==> src/rtl/tlt_pkg.sv <==
// ============================================================================
// tlt_pkg - ticket lock table shared definitions
// Payload types, command codes, register indexes and reset values.
// ============================================================================
`default_nettype none

package tlt_pkg;

    localparam int LOCK_COUNT_DEF = 16;

    localparam int CMD_W    = 3;
    localparam int LOCK_W   = 4;
    localparam int TICKET_W = 32;
    localparam int WAIT_W   = 16;
    localparam int CFG_IDX_W = 2;

    // command codes
    localparam logic [CMD_W-1:0] CMD_TAKE    = 3'd0;
    localparam logic [CMD_W-1:0] CMD_POLL    = 3'd1;
    localparam logic [CMD_W-1:0] CMD_RELEASE = 3'd2;
    localparam logic [CMD_W-1:0] CMD_TRY     = 3'd3;
    localparam logic [CMD_W-1:0] CMD_QUERY   = 3'd4;
    localparam logic [CMD_W-1:0] CMD_INIT    = 3'd5;

    // configuration register indexes
    localparam logic [CFG_IDX_W-1:0] REG_BASE_WAIT  = 2'd0;
    localparam logic [CFG_IDX_W-1:0] REG_NEXT_WAIT  = 2'd1;
    localparam logic [CFG_IDX_W-1:0] REG_YIELD_DIST = 2'd2;

    localparam logic [WAIT_W-1:0] BASE_WAIT_RST  = 16'd512;
    localparam logic [WAIT_W-1:0] NEXT_WAIT_RST  = 16'd128;
    localparam logic [WAIT_W-1:0] YIELD_DIST_RST = 16'd20;

    localparam logic [TICKET_W-1:0] SERVING_RST = 32'd1;
    localparam logic [TICKET_W-1:0] TAIL_RST    = 32'd0;

    typedef struct packed {
        logic [CMD_W-1:0]    command;
        logic [LOCK_W-1:0]   lock_index;
        logic [TICKET_W-1:0] ticket;
    } t_in_item;

    typedef struct packed {
        logic [TICKET_W-1:0] ticket_out;
        logic                granted;
        logic [TICKET_W-1:0] delay_cycles;
        logic                yield_hint;
        logic                lock_free;
    } t_out_item;

endpackage

`default_nettype wire

==> src/rtl/ticket_lock_table_top.sv <==
// ============================================================================
// ticket_lock_table_top - table of ticket locks with backoff advice
// Executes one lock command per transaction and returns one result.
// ============================================================================
//
//  channel  | handshake            | payload
//  ---------+----------------------+---------------------------------
//  in       | i_in_valid/o_in_stall | i_in_data  (tlt_pkg::t_in_item)
//  out      | o_out_valid/i_out_stall | o_out_data (tlt_pkg::t_out_item)
//  cfg      | i_cfg_valid/o_cfg_ready | i_cfg_index, i_cfg_data
//
//  one command per cycle while the result side is not stalled; a result passes
//  through the input register and then the output register before it is presented
//  the lock counters are read and written back in the execute cycle, so the
//  next command on the same lock sees the update; the execute path is the
//  lock read mux, the distance subtract and one 32x16 multiply
//  synchronous reset loads every lock and the configuration registers and clears the valid flags
//  a stalled result holds in the output register; input stall rises when
//  both registers hold transactions and the result side is stalled
// ============================================================================
`default_nettype none

module ticket_lock_table_top #(
    parameter int LOCK_COUNT = tlt_pkg::LOCK_COUNT_DEF
) (
    input  wire logic                          i_clk,
    input  wire logic                          i_rst_n,
    input  wire logic                          i_in_valid,
    output logic                               o_in_stall,
    input  wire tlt_pkg::t_in_item             i_in_data,
    output logic                               o_out_valid,
    input  wire logic                          i_out_stall,
    output tlt_pkg::t_out_item                 o_out_data,
    input  wire logic                          i_cfg_valid,
    output logic                               o_cfg_ready,
    input  wire logic [tlt_pkg::CFG_IDX_W-1:0] i_cfg_index,
    input  wire logic [tlt_pkg::WAIT_W-1:0]    i_cfg_data
);

    localparam int IDX_W  = (LOCK_COUNT > 1) ? $clog2(LOCK_COUNT) : 1;
    localparam int TW     = tlt_pkg::TICKET_W;
    localparam int PROD_W = tlt_pkg::TICKET_W + tlt_pkg::WAIT_W;

    logic [TW-1:0] r_serving [LOCK_COUNT];
    logic [TW-1:0] r_tail    [LOCK_COUNT];

    logic [tlt_pkg::WAIT_W-1:0] r_base_wait;
    logic [tlt_pkg::WAIT_W-1:0] r_next_wait;
    logic [tlt_pkg::WAIT_W-1:0] r_yield_dist;

    logic               r_in_valid;
    tlt_pkg::t_in_item  r_in_data;
    logic               r_out_valid;
    tlt_pkg::t_out_item r_out_data;

    logic               advance;
    logic               exec;
    logic               in_range;
    logic [IDX_W-1:0]   idx;
    logic [TW-1:0]      cur_s;
    logic [TW-1:0]      cur_n;
    logic [TW-1:0]      n_plus1;
    logic [TW-1:0]      distance;
    logic [PROD_W-1:0]  prod;
    logic               we_s;
    logic               we_n;
    logic [TW-1:0]      n_serving;
    logic [TW-1:0]      n_tail;
    tlt_pkg::t_out_item n_out_data;

    // handshakes
    assign advance     = !r_out_valid || !i_out_stall;
    assign exec        = r_in_valid && advance;
    assign o_in_stall  = r_in_valid && !advance;
    assign o_cfg_ready = 1'b1;
    assign o_out_valid = r_out_valid;
    assign o_out_data  = r_out_data;

    always_ff @(posedge i_clk) begin
        if (!i_rst_n) begin
            r_in_valid  <= 1'b0;
            r_out_valid <= 1'b0;
        end else begin
            if (!o_in_stall) begin
                r_in_valid <= i_in_valid;
            end
            if (advance) begin
                r_out_valid <= r_in_valid;
            end
        end
    end

    always_ff @(posedge i_clk) begin
        if (!o_in_stall && i_in_valid) begin
            r_in_data <= i_in_data;
        end
        if (exec) begin
            r_out_data <= n_out_data;
        end
    end

    // configuration registers, low 16 bits kept, unknown index ignored
    always_ff @(posedge i_clk) begin
        if (!i_rst_n) begin
            r_base_wait  <= tlt_pkg::BASE_WAIT_RST;
            r_next_wait  <= tlt_pkg::NEXT_WAIT_RST;
            r_yield_dist <= tlt_pkg::YIELD_DIST_RST;
        end else if (i_cfg_valid && o_cfg_ready) begin
            case (i_cfg_index)
                tlt_pkg::REG_BASE_WAIT:  r_base_wait  <= i_cfg_data;
                tlt_pkg::REG_NEXT_WAIT:  r_next_wait  <= i_cfg_data;
                tlt_pkg::REG_YIELD_DIST: r_yield_dist <= i_cfg_data;
                default: ;
            endcase
        end
    end

    // execute: read the addressed lock, compute result and write-back
    assign in_range = 32'(r_in_data.lock_index) < LOCK_COUNT;
    assign idx      = IDX_W'(r_in_data.lock_index);
    assign cur_s    = r_serving[idx];
    assign cur_n    = r_tail[idx];
    assign n_plus1  = cur_n + TW'(1);
    assign distance = (cur_s > r_in_data.ticket) ? (cur_s - r_in_data.ticket)
                                                 : (r_in_data.ticket - cur_s);
    assign prod     = PROD_W'(distance) * PROD_W'(r_base_wait);

    always_comb begin
        n_out_data = '0;
        we_s       = 1'b0;
        we_n       = 1'b0;
        n_serving  = cur_s;
        n_tail     = cur_n;
        if (in_range) begin
            n_out_data.lock_free = ((cur_s - cur_n) == TW'(1));
            case (r_in_data.command)
                tlt_pkg::CMD_TAKE: begin
                    we_n                  = 1'b1;
                    n_tail                = n_plus1;
                    n_out_data.ticket_out = n_plus1;
                end
                tlt_pkg::CMD_POLL: begin
                    if (cur_s == r_in_data.ticket) begin
                        n_out_data.granted = 1'b1;
                    end else begin
                        if (distance > TW'(1)) begin
                            n_out_data.delay_cycles = (|prod[PROD_W-1:TW]) ? '1
                                                                           : prod[TW-1:0];
                        end else begin
                            n_out_data.delay_cycles = TW'(r_next_wait);
                        end
                        n_out_data.yield_hint = distance > TW'(r_yield_dist);
                    end
                end
                tlt_pkg::CMD_RELEASE: begin
                    we_s      = 1'b1;
                    n_serving = cur_s + TW'(1);
                end
                tlt_pkg::CMD_TRY: begin
                    if (cur_s == n_plus1) begin
                        we_n                  = 1'b1;
                        n_tail                = cur_s;
                        n_out_data.ticket_out = cur_s;
                        n_out_data.granted    = 1'b1;
                    end
                end
                tlt_pkg::CMD_QUERY: ;
                tlt_pkg::CMD_INIT: begin
                    we_s      = 1'b1;
                    we_n      = 1'b1;
                    n_serving = tlt_pkg::SERVING_RST;
                    n_tail    = tlt_pkg::TAIL_RST;
                end
                default: ;
            endcase
        end
    end

    always_ff @(posedge i_clk) begin
        if (!i_rst_n) begin
            for (int k = 0; k < LOCK_COUNT; k++) begin
                r_serving[k] <= tlt_pkg::SERVING_RST;
                r_tail[k]    <= tlt_pkg::TAIL_RST;
            end
        end else if (exec) begin
            if (we_s) begin
                r_serving[idx] <= n_serving;
            end
            if (we_n) begin
                r_tail[idx] <= n_tail;
            end
        end
    end

endmodule

`default_nettype wire

==> config.mk <==
export PLATFORM = sky130hd
export DESIGN_NAME = ticket_lock_table_top
export DESIGN_NICKNAME = d
export VERILOG_FILES = /design/src/rtl/tlt_pkg.sv /design/src/rtl/ticket_lock_table_top.sv
export SDC_FILE = /design/constraint.sdc
export NUM_CORES = 2
export LEC_CHECK = 0
export BUFFER_PORTS_ARGS = -buffer_cell sky130_fd_sc_hd__buf_2
export CAP_MARGIN = 20
export CELL_PAD_IN_SITES_DETAIL_PLACEMENT = 1
export CELL_PAD_IN_SITES_GLOBAL_PLACEMENT = 1
export CORE_ASPECT_RATIO = 1.25
export CORE_MARGIN = 1
export CORE_UTILIZATION = 53
export CTS_CLUSTER_SIZE = 28
export DETAILED_ROUTE_END_ITERATION = 10
export PLACE_DENSITY_LB_ADDON = 0.2
export SETUP_SLACK_MARGIN = 0.1
export SYNTH_ARGS = -nofsm -noshare
export SYNTH_HDL_FRONTEND = slang
export SYNTH_SLANG_ARGS = --single-unit
==> constraint.sdc <==
create_clock -name i_clk -period 18 [get_ports i_clk]
set_input_delay 2.7 -clock i_clk [delete_from_list [all_inputs] [get_ports i_clk]]
set_output_delay 2.7 -clock i_clk [all_outputs]
set_load 0.01 [all_outputs]
; Word-level counts from Yosys, hierarchy flattened
; Memory sizes are Yosys's and may differ from the RTL's. A register that Yosys moved wholly into a read port is not among the register bits.
; Cells that the tools add are included.
[word_totals]
word_cells = 86
mem_count = 2
reg_bits = 156
ramBits = 1024
[memory_table]
columns = name, depth, width, read_ports, rd_ports_with_merged_regs, wr, line_no
row1 = r_serving, 16, 32, 1, 1, 16, ticket_lock_table_top.sv:44  ; logic [TW-1:0] r_serving [LOCK_COUNT];
row2 = r_tail, 16, 32, 1, 1, 16, ticket_lock_table_top.sv:45  ; logic [TW-1:0] r_tail [LOCK_COUNT];
[classes]
n_eq_ne = 9
muxes = 30
n_bitwise = 2
reduce_logical = 20
n_mul = 1
magnitude_cmp = 3
add_sub_neg = 5
[op_table]
columns = operator, n
row1 = $mux W32, 5
row2 = $pmux W32 S2, 2
row3 = $pmux W32 S3, 1
row4 = $sub A32 B32 Y32, 3
row5 = $add A32 B1 Y32 const B, 2
row6 = $eq A32 B32 Y1, 2
row7 = $reduce_or A32 Y1, 2
row8 = $mul A32 B16 Y48, 1
row9 = $mux W33, 1
row10 = $eq A32 B1 Y1 const B, 1
row11 = $gt A32 B1 Y1 const B, 1
row12 = $gt A32 B16 Y1, 1
row13 = $gt A32 B32 Y1, 1
row14 = $mux W16, 1
row15 = $mux W4, 4
row16 = $reduce_or A16 Y1, 1
row17 = $mux W1, 14
row18 = $eq A3 B2 Y1 const B, 2
row19 = $reduce_and A2 Y1, 3
row20 = $reduce_or A2 Y1, 3
row21 = $logic_not A1 Y1, 4
row22 = $pmux W1 S2, 2
row23 = $eq A3 B1 Y1 const B, 1
row24 = $eq A3 B3 Y1 const B, 1
row25 = other kinds (8), 11

; Depth between registers and ports, before layout
[logic_depth]
depth_word = 10
mapped_depth = 59
mapped_depth_nobuf = 44

; Worst setup path after synthesis
; No wires, ideal clock.
[synth_timing]
kind = flip-flop to flip-flop
from = register (tool-made name)
to = register r_out_data, in the netlist o_out_data[10] (data pin)
path_stages_with_launch = 55
arrival_time_ns = 13.545
n_path_buf = 14
synth_period_minus_slack_ns = 13.803
path_slack_ns = 4.197
setup_time_ns = 0.258
cell_sequence = dfxtp_1 > buf_4 > buf_6 > buf_4 > buf_4 > buf_4 > buf_2 > buf_4 > clkbuf_1 > buf_1 > mux4_2 > mux4_2 > inv_1 > ha_1 > inv_1 > fa_1 > a211oi_1 > o211ai_1 > (+19 left out) > inv_1 > ha_1 > a21oi_1 > o221ai_1 > a221o_1 > or3b_2 > a31oi_1 > o21ai_0 > a41oi_1 > o221ai_1 > a21oi_1 > o21ai_0 > xnor2_1 > nand4_1 > nand2b_1 > clkbuf_1 > clkbuf_1 > o221a_2
[synth_rtl]
columns = item, line_no
row1 = "end signal, assigned", ticket_lock_table_top.sv:98  ; r_out_data <= n_out_data;
row2 = "end, declared", ticket_lock_table_top.sv:54  ; tlt_pkg::t_out_item r_out_data;

==> out/summary.md <==
The run finished with clean final reports. The kind of start point of the critical path was a flip-flop. The cell with the most instances on the worst path was sky130_fd_sc_hd__fa_1.

The overall power of the completed layout is 9650 µW, and the static leakage power is 0.0306 µW. The critical path's slowest cell is sky130_fd_sc_hd__xnor2_2. Averaged over all synthesized cells, the footprint is 11.7 µm². The floorplan step set the die width to 338 µm. The core region is 140000 µm². The repair_antennas step left the layout with diodes totalling 0. The fmax is 66.5 MHz. For the pin with the worst max-slew slack, the measured transition is 1.23 ns.

The number of placed I/O pins was 132. The area added between synthesis and finish is 8.14%. After filler insertion, the fill cell instance count of the layout stands at 14300. The per-cell routed wire length was 30.9 µm; the number of cells on the worst hold path was 2. Setup repair after global routing left no endpoint under its margin.

Global routing consumed, over all layers together, 36.4% of the routing resources. Sequential elements use 46.7% of the synthesized area. Once the clock tree was built, the setup fixing pass inserted 0 buffers. The netlist uses 103 different library cells.

TritonCTS built the clock tree. Clock-pin slew was measured on the worst setup and hold paths at 0.07 ns. The synthesized design contains 1130 enable-type register cells. The clock root buffer is sky130_fd_sc_hd__clkbuf_16.

The logs give 0 for the post-CTS resize count and 18.52 ns for the critical path data required time. Input and output buffers added on the ports amount to 130. The congestion estimate from routability-driven global placement came to 1.01.

Cells with a size suffix above 1 make up 13.6% of the layout. Aggregate routed wire length: 260000 µm. The initial utilization of the core area, before any placement, comes to 53.7%. After routing, the total negative slack on setup checks comes to 0 ns. The worst setup path is captured at a flip-flop. Setup violations remaining at the end of the flow were counted as 0. Number of warnings issued by yosys: 0. The worst path needs 15.04 ns of the cycle, external delays included. The tools report the clock latency on the worst-skew pair as 0.79 ns. The via count of the first global-routing pass was 58400; the pin count of the biggest net entering global routing was 136. The multi-input logic area is 35700 µm². The depth of the worst register-to-register path is 39.

At the placement stage, the worst setup path has a slack of 3.03 ns. The H-tree generated during clock tree synthesis spans 3 levels. The most frequently used flop master after synthesis was sky130_fd_sc_hd__edfxtp_1.

The largest single stage delay on the critical path is 0.89 ns. IR analysis of the VDD net gives a maximum drop of 80.7 µV. The top cell types in the final layout, fill and taps aside, are sky130_fd_sc_hd__edfxtp_1, sky130_fd_sc_hd__nor2_1, sky130_fd_sc_hd__nand2_1. The total area of sequential cells is 35000 µm².

In this run the worst hold path is classified as flip-flop to flip-flop. The worst setup slack after layout came out at 2.96 ns. The run gives 0 as the final hold violation count. The tool flagged a number of max-cap violations equal to 0. The global routing stage identified its most utilized layer as met2. The floorplan die height works out to 423 µm. For met1 alone, demand over resource in global routing was 43.8%.

After synthesis, the share of flip-flops with an asynchronous set or reset is 0%. In the final design database the tool counted 7143 nets. The power density over cell area was 119 nW/µm².

The maximum root-to-sink buffer count was 3; the number of synthesized register bits was 1184. The global-route track usage on met2 was 62.3%; the standard-cell row count was 153. The first-pass detailed-route iteration total is 5, and the final-report max-slew violation count is 0. The synthesized netlist occupies a cell area of 75000 µm². The via count normalized by instance count was 6.45. Portion of the clock cycle consumed by the worst path in the final layout: 83.5%. The kind of critical path was flip-flop to flip-flop. After the first detailed-routing iteration, the DRC count stood at 5727. Global routing finished with a remaining overflow of 0. In the global route stage, met3 resource usage came out at 5.79%. The run gives 54100 as the overall via count from detail_route. The number of sinks on the clock net was 1184. Cell count after synthesis: 6432. The highest fanout seen on the critical path is 32. Leaving out fill and tap cells, the most frequent cell in the layout is sky130_fd_sc_hd__edfxtp_1.

The tightest hold path in the finished design has a slack of 0.467 ns. Hold repair after CTS inserted 0 buffers. The number of antenna violations at the first check in global routing is 6.

The run gives 7147 as the synthesized net count. The run gives 15.55 ns as the data arrival time of the critical path. The number of clock buffers inserted by TritonCTS is 117, and the wire length of the first global-routing pass is 382000 µm.

Remaining antenna violation count after routing: 0. The sum of net half-perimeters after detailed placement is 175000 µm. Headroom to the max-slew limit came out at 17.9%. On the final layout, the worst clock skew is 0.0385 ns. The die covers 143000 µm². In the routed design, unresolved DRC markers number 0.
cell families (layout without fill, tap and decap cells):
kind of cell	count (synthesis)	count (layout)	synth area share, %
AOI/OAI and AO/OA	819	819	7.62
xor gates and xnor gates	131	131	1.60
adders and majority gates	653	653	15.1
buffers and inverters	1000	1099	5.95
DFF	1184	1184	46.7
muxes	326	326	9.27
other	1	1	0.00500
and+or+nand+nor	2318	2318	13.7
registers in the layout (all words and copies together), names as in the netlist, named ones only:
register	flops
r_serving	512
r_tail	512
o_out_data	67
r_in_data	35
r_base_wait	16
r_next_wait	16
r_yield_dist	16
idx	4
o_out_valid	1
r_in_valid	1
area by class of cell:
class / count / area share [%]
clock buffers: 142 / 3.75
well taps: 1860 / 2.87
flip-flops and latches: 1184 / 43.2
repair buffers: 313 / 2.63
clock inverters: 80 / 0.926
inverters: 564 / 2.61
multi-input cells: 4248 / 44.0
layer usage:
metal  up-vias  share of wire, %
met2      2975                50
met3       786               8.3
met1     27900                36
met5         -             0.018
li1      22400                 -
met4         8               6.3
synth_stat cells (24+ instances only):
cell / count / area share (%)
sky130_fd_sc_hd__edfxtp_1: 1130 / 45
sky130_fd_sc_hd__nor2_1: 1124 / 5.6
sky130_fd_sc_hd__nand2_1: 599 / 3.0
sky130_fd_sc_hd__inv_1: 562 / 2.8
sky130_fd_sc_hd__fa_1: 421 / 11
sky130_fd_sc_hd__clkbuf_1: 257 / 1.3
sky130_fd_sc_hd__mux4_2: 251 / 7.5
sky130_fd_sc_hd__ha_1: 232 / 3.9
sky130_fd_sc_hd__and2_1: 213 / 1.8
sky130_fd_sc_hd__a21oi_1: 190 / 1.3
sky130_fd_sc_hd__o21ai_0: 124 / 0.83
sky130_fd_sc_hd__xnor2_1: 100 / 1.2
sky130_fd_sc_hd__nand3_1: 77 / 0.51
sky130_fd_sc_hd__buf_2: 66 / 0.44
sky130_fd_sc_hd__buf_4: 59 / 0.59
sky130_fd_sc_hd__a21o_1: 56 / 0.56
sky130_fd_sc_hd__dfxtp_1: 54 / 1.4
sky130_fd_sc_hd__a21boi_0: 53 / 0.53
sky130_fd_sc_hd__nor3_1: 50 / 0.33
sky130_fd_sc_hd__nand4_1: 47 / 0.39
sky130_fd_sc_hd__o21a_1: 47 / 0.47
sky130_fd_sc_hd__nor2b_1: 46 / 0.38
sky130_fd_sc_hd__buf_6: 36 / 0.54
sky130_fd_sc_hd__o211ai_1: 33 / 0.33
sky130_fd_sc_hd__mux2i_1: 32 / 0.43
sky130_fd_sc_hd__mux4_1: 32 / 1.1
sky130_fd_sc_hd__o22ai_1: 31 / 0.26
sky130_fd_sc_hd__a31oi_1: 27 / 0.23
sky130_fd_sc_hd__xor2_1: 27 / 0.32
sky130_fd_sc_hd__a211oi_1: 26 / 0.26
sky130_fd_sc_hd__a22o_1: 26 / 0.30
sky130_fd_sc_hd__o21bai_1: 25 / 0.25
sky130_fd_sc_hd__nor4_1: 24 / 0.20
through the flow:
step	util [%]	std cells	area, µm²
after floorplan	-	6432	75000
final	58.0	8391	81100
after global placement	55.1	8150	77100
after CTS	57.9	8379	80900
after detailed placement	55.2	8157	77100
after global routing	58.0	8391	81100
path summary, 6_finish.rpt:
check        slack [ns]             end           start
max                2.96   o_out_data[4]       flip-flop
min                0.47  r_base_wait[0]  r_base_wait[0]
max reg2reg        2.96   o_out_data[4]       flip-flop
min reg2reg        0.47  r_base_wait[0]  r_base_wait[0]
power breakdown:
group	switching (µW)	total (µW)	internal, µW
registers	50.8	3160	3110
logic	2600	4000	1410
clock network	1120	2490	1370
total	3770	9650	5880
worst max-delay path: cells and delay by family, from the launching register on:
family	cells	cell delay, ns
AOI/OAI and AO/OA	14	4.54
adders and majority gates	8	3.88
and+or+nand+nor	5	1.58
buffers and inverters	7	1.45
muxes	3	1.27
xor gates and xnor gates	2	1.10
DFF	1	0.80
(Power assumes the default switching activity.)
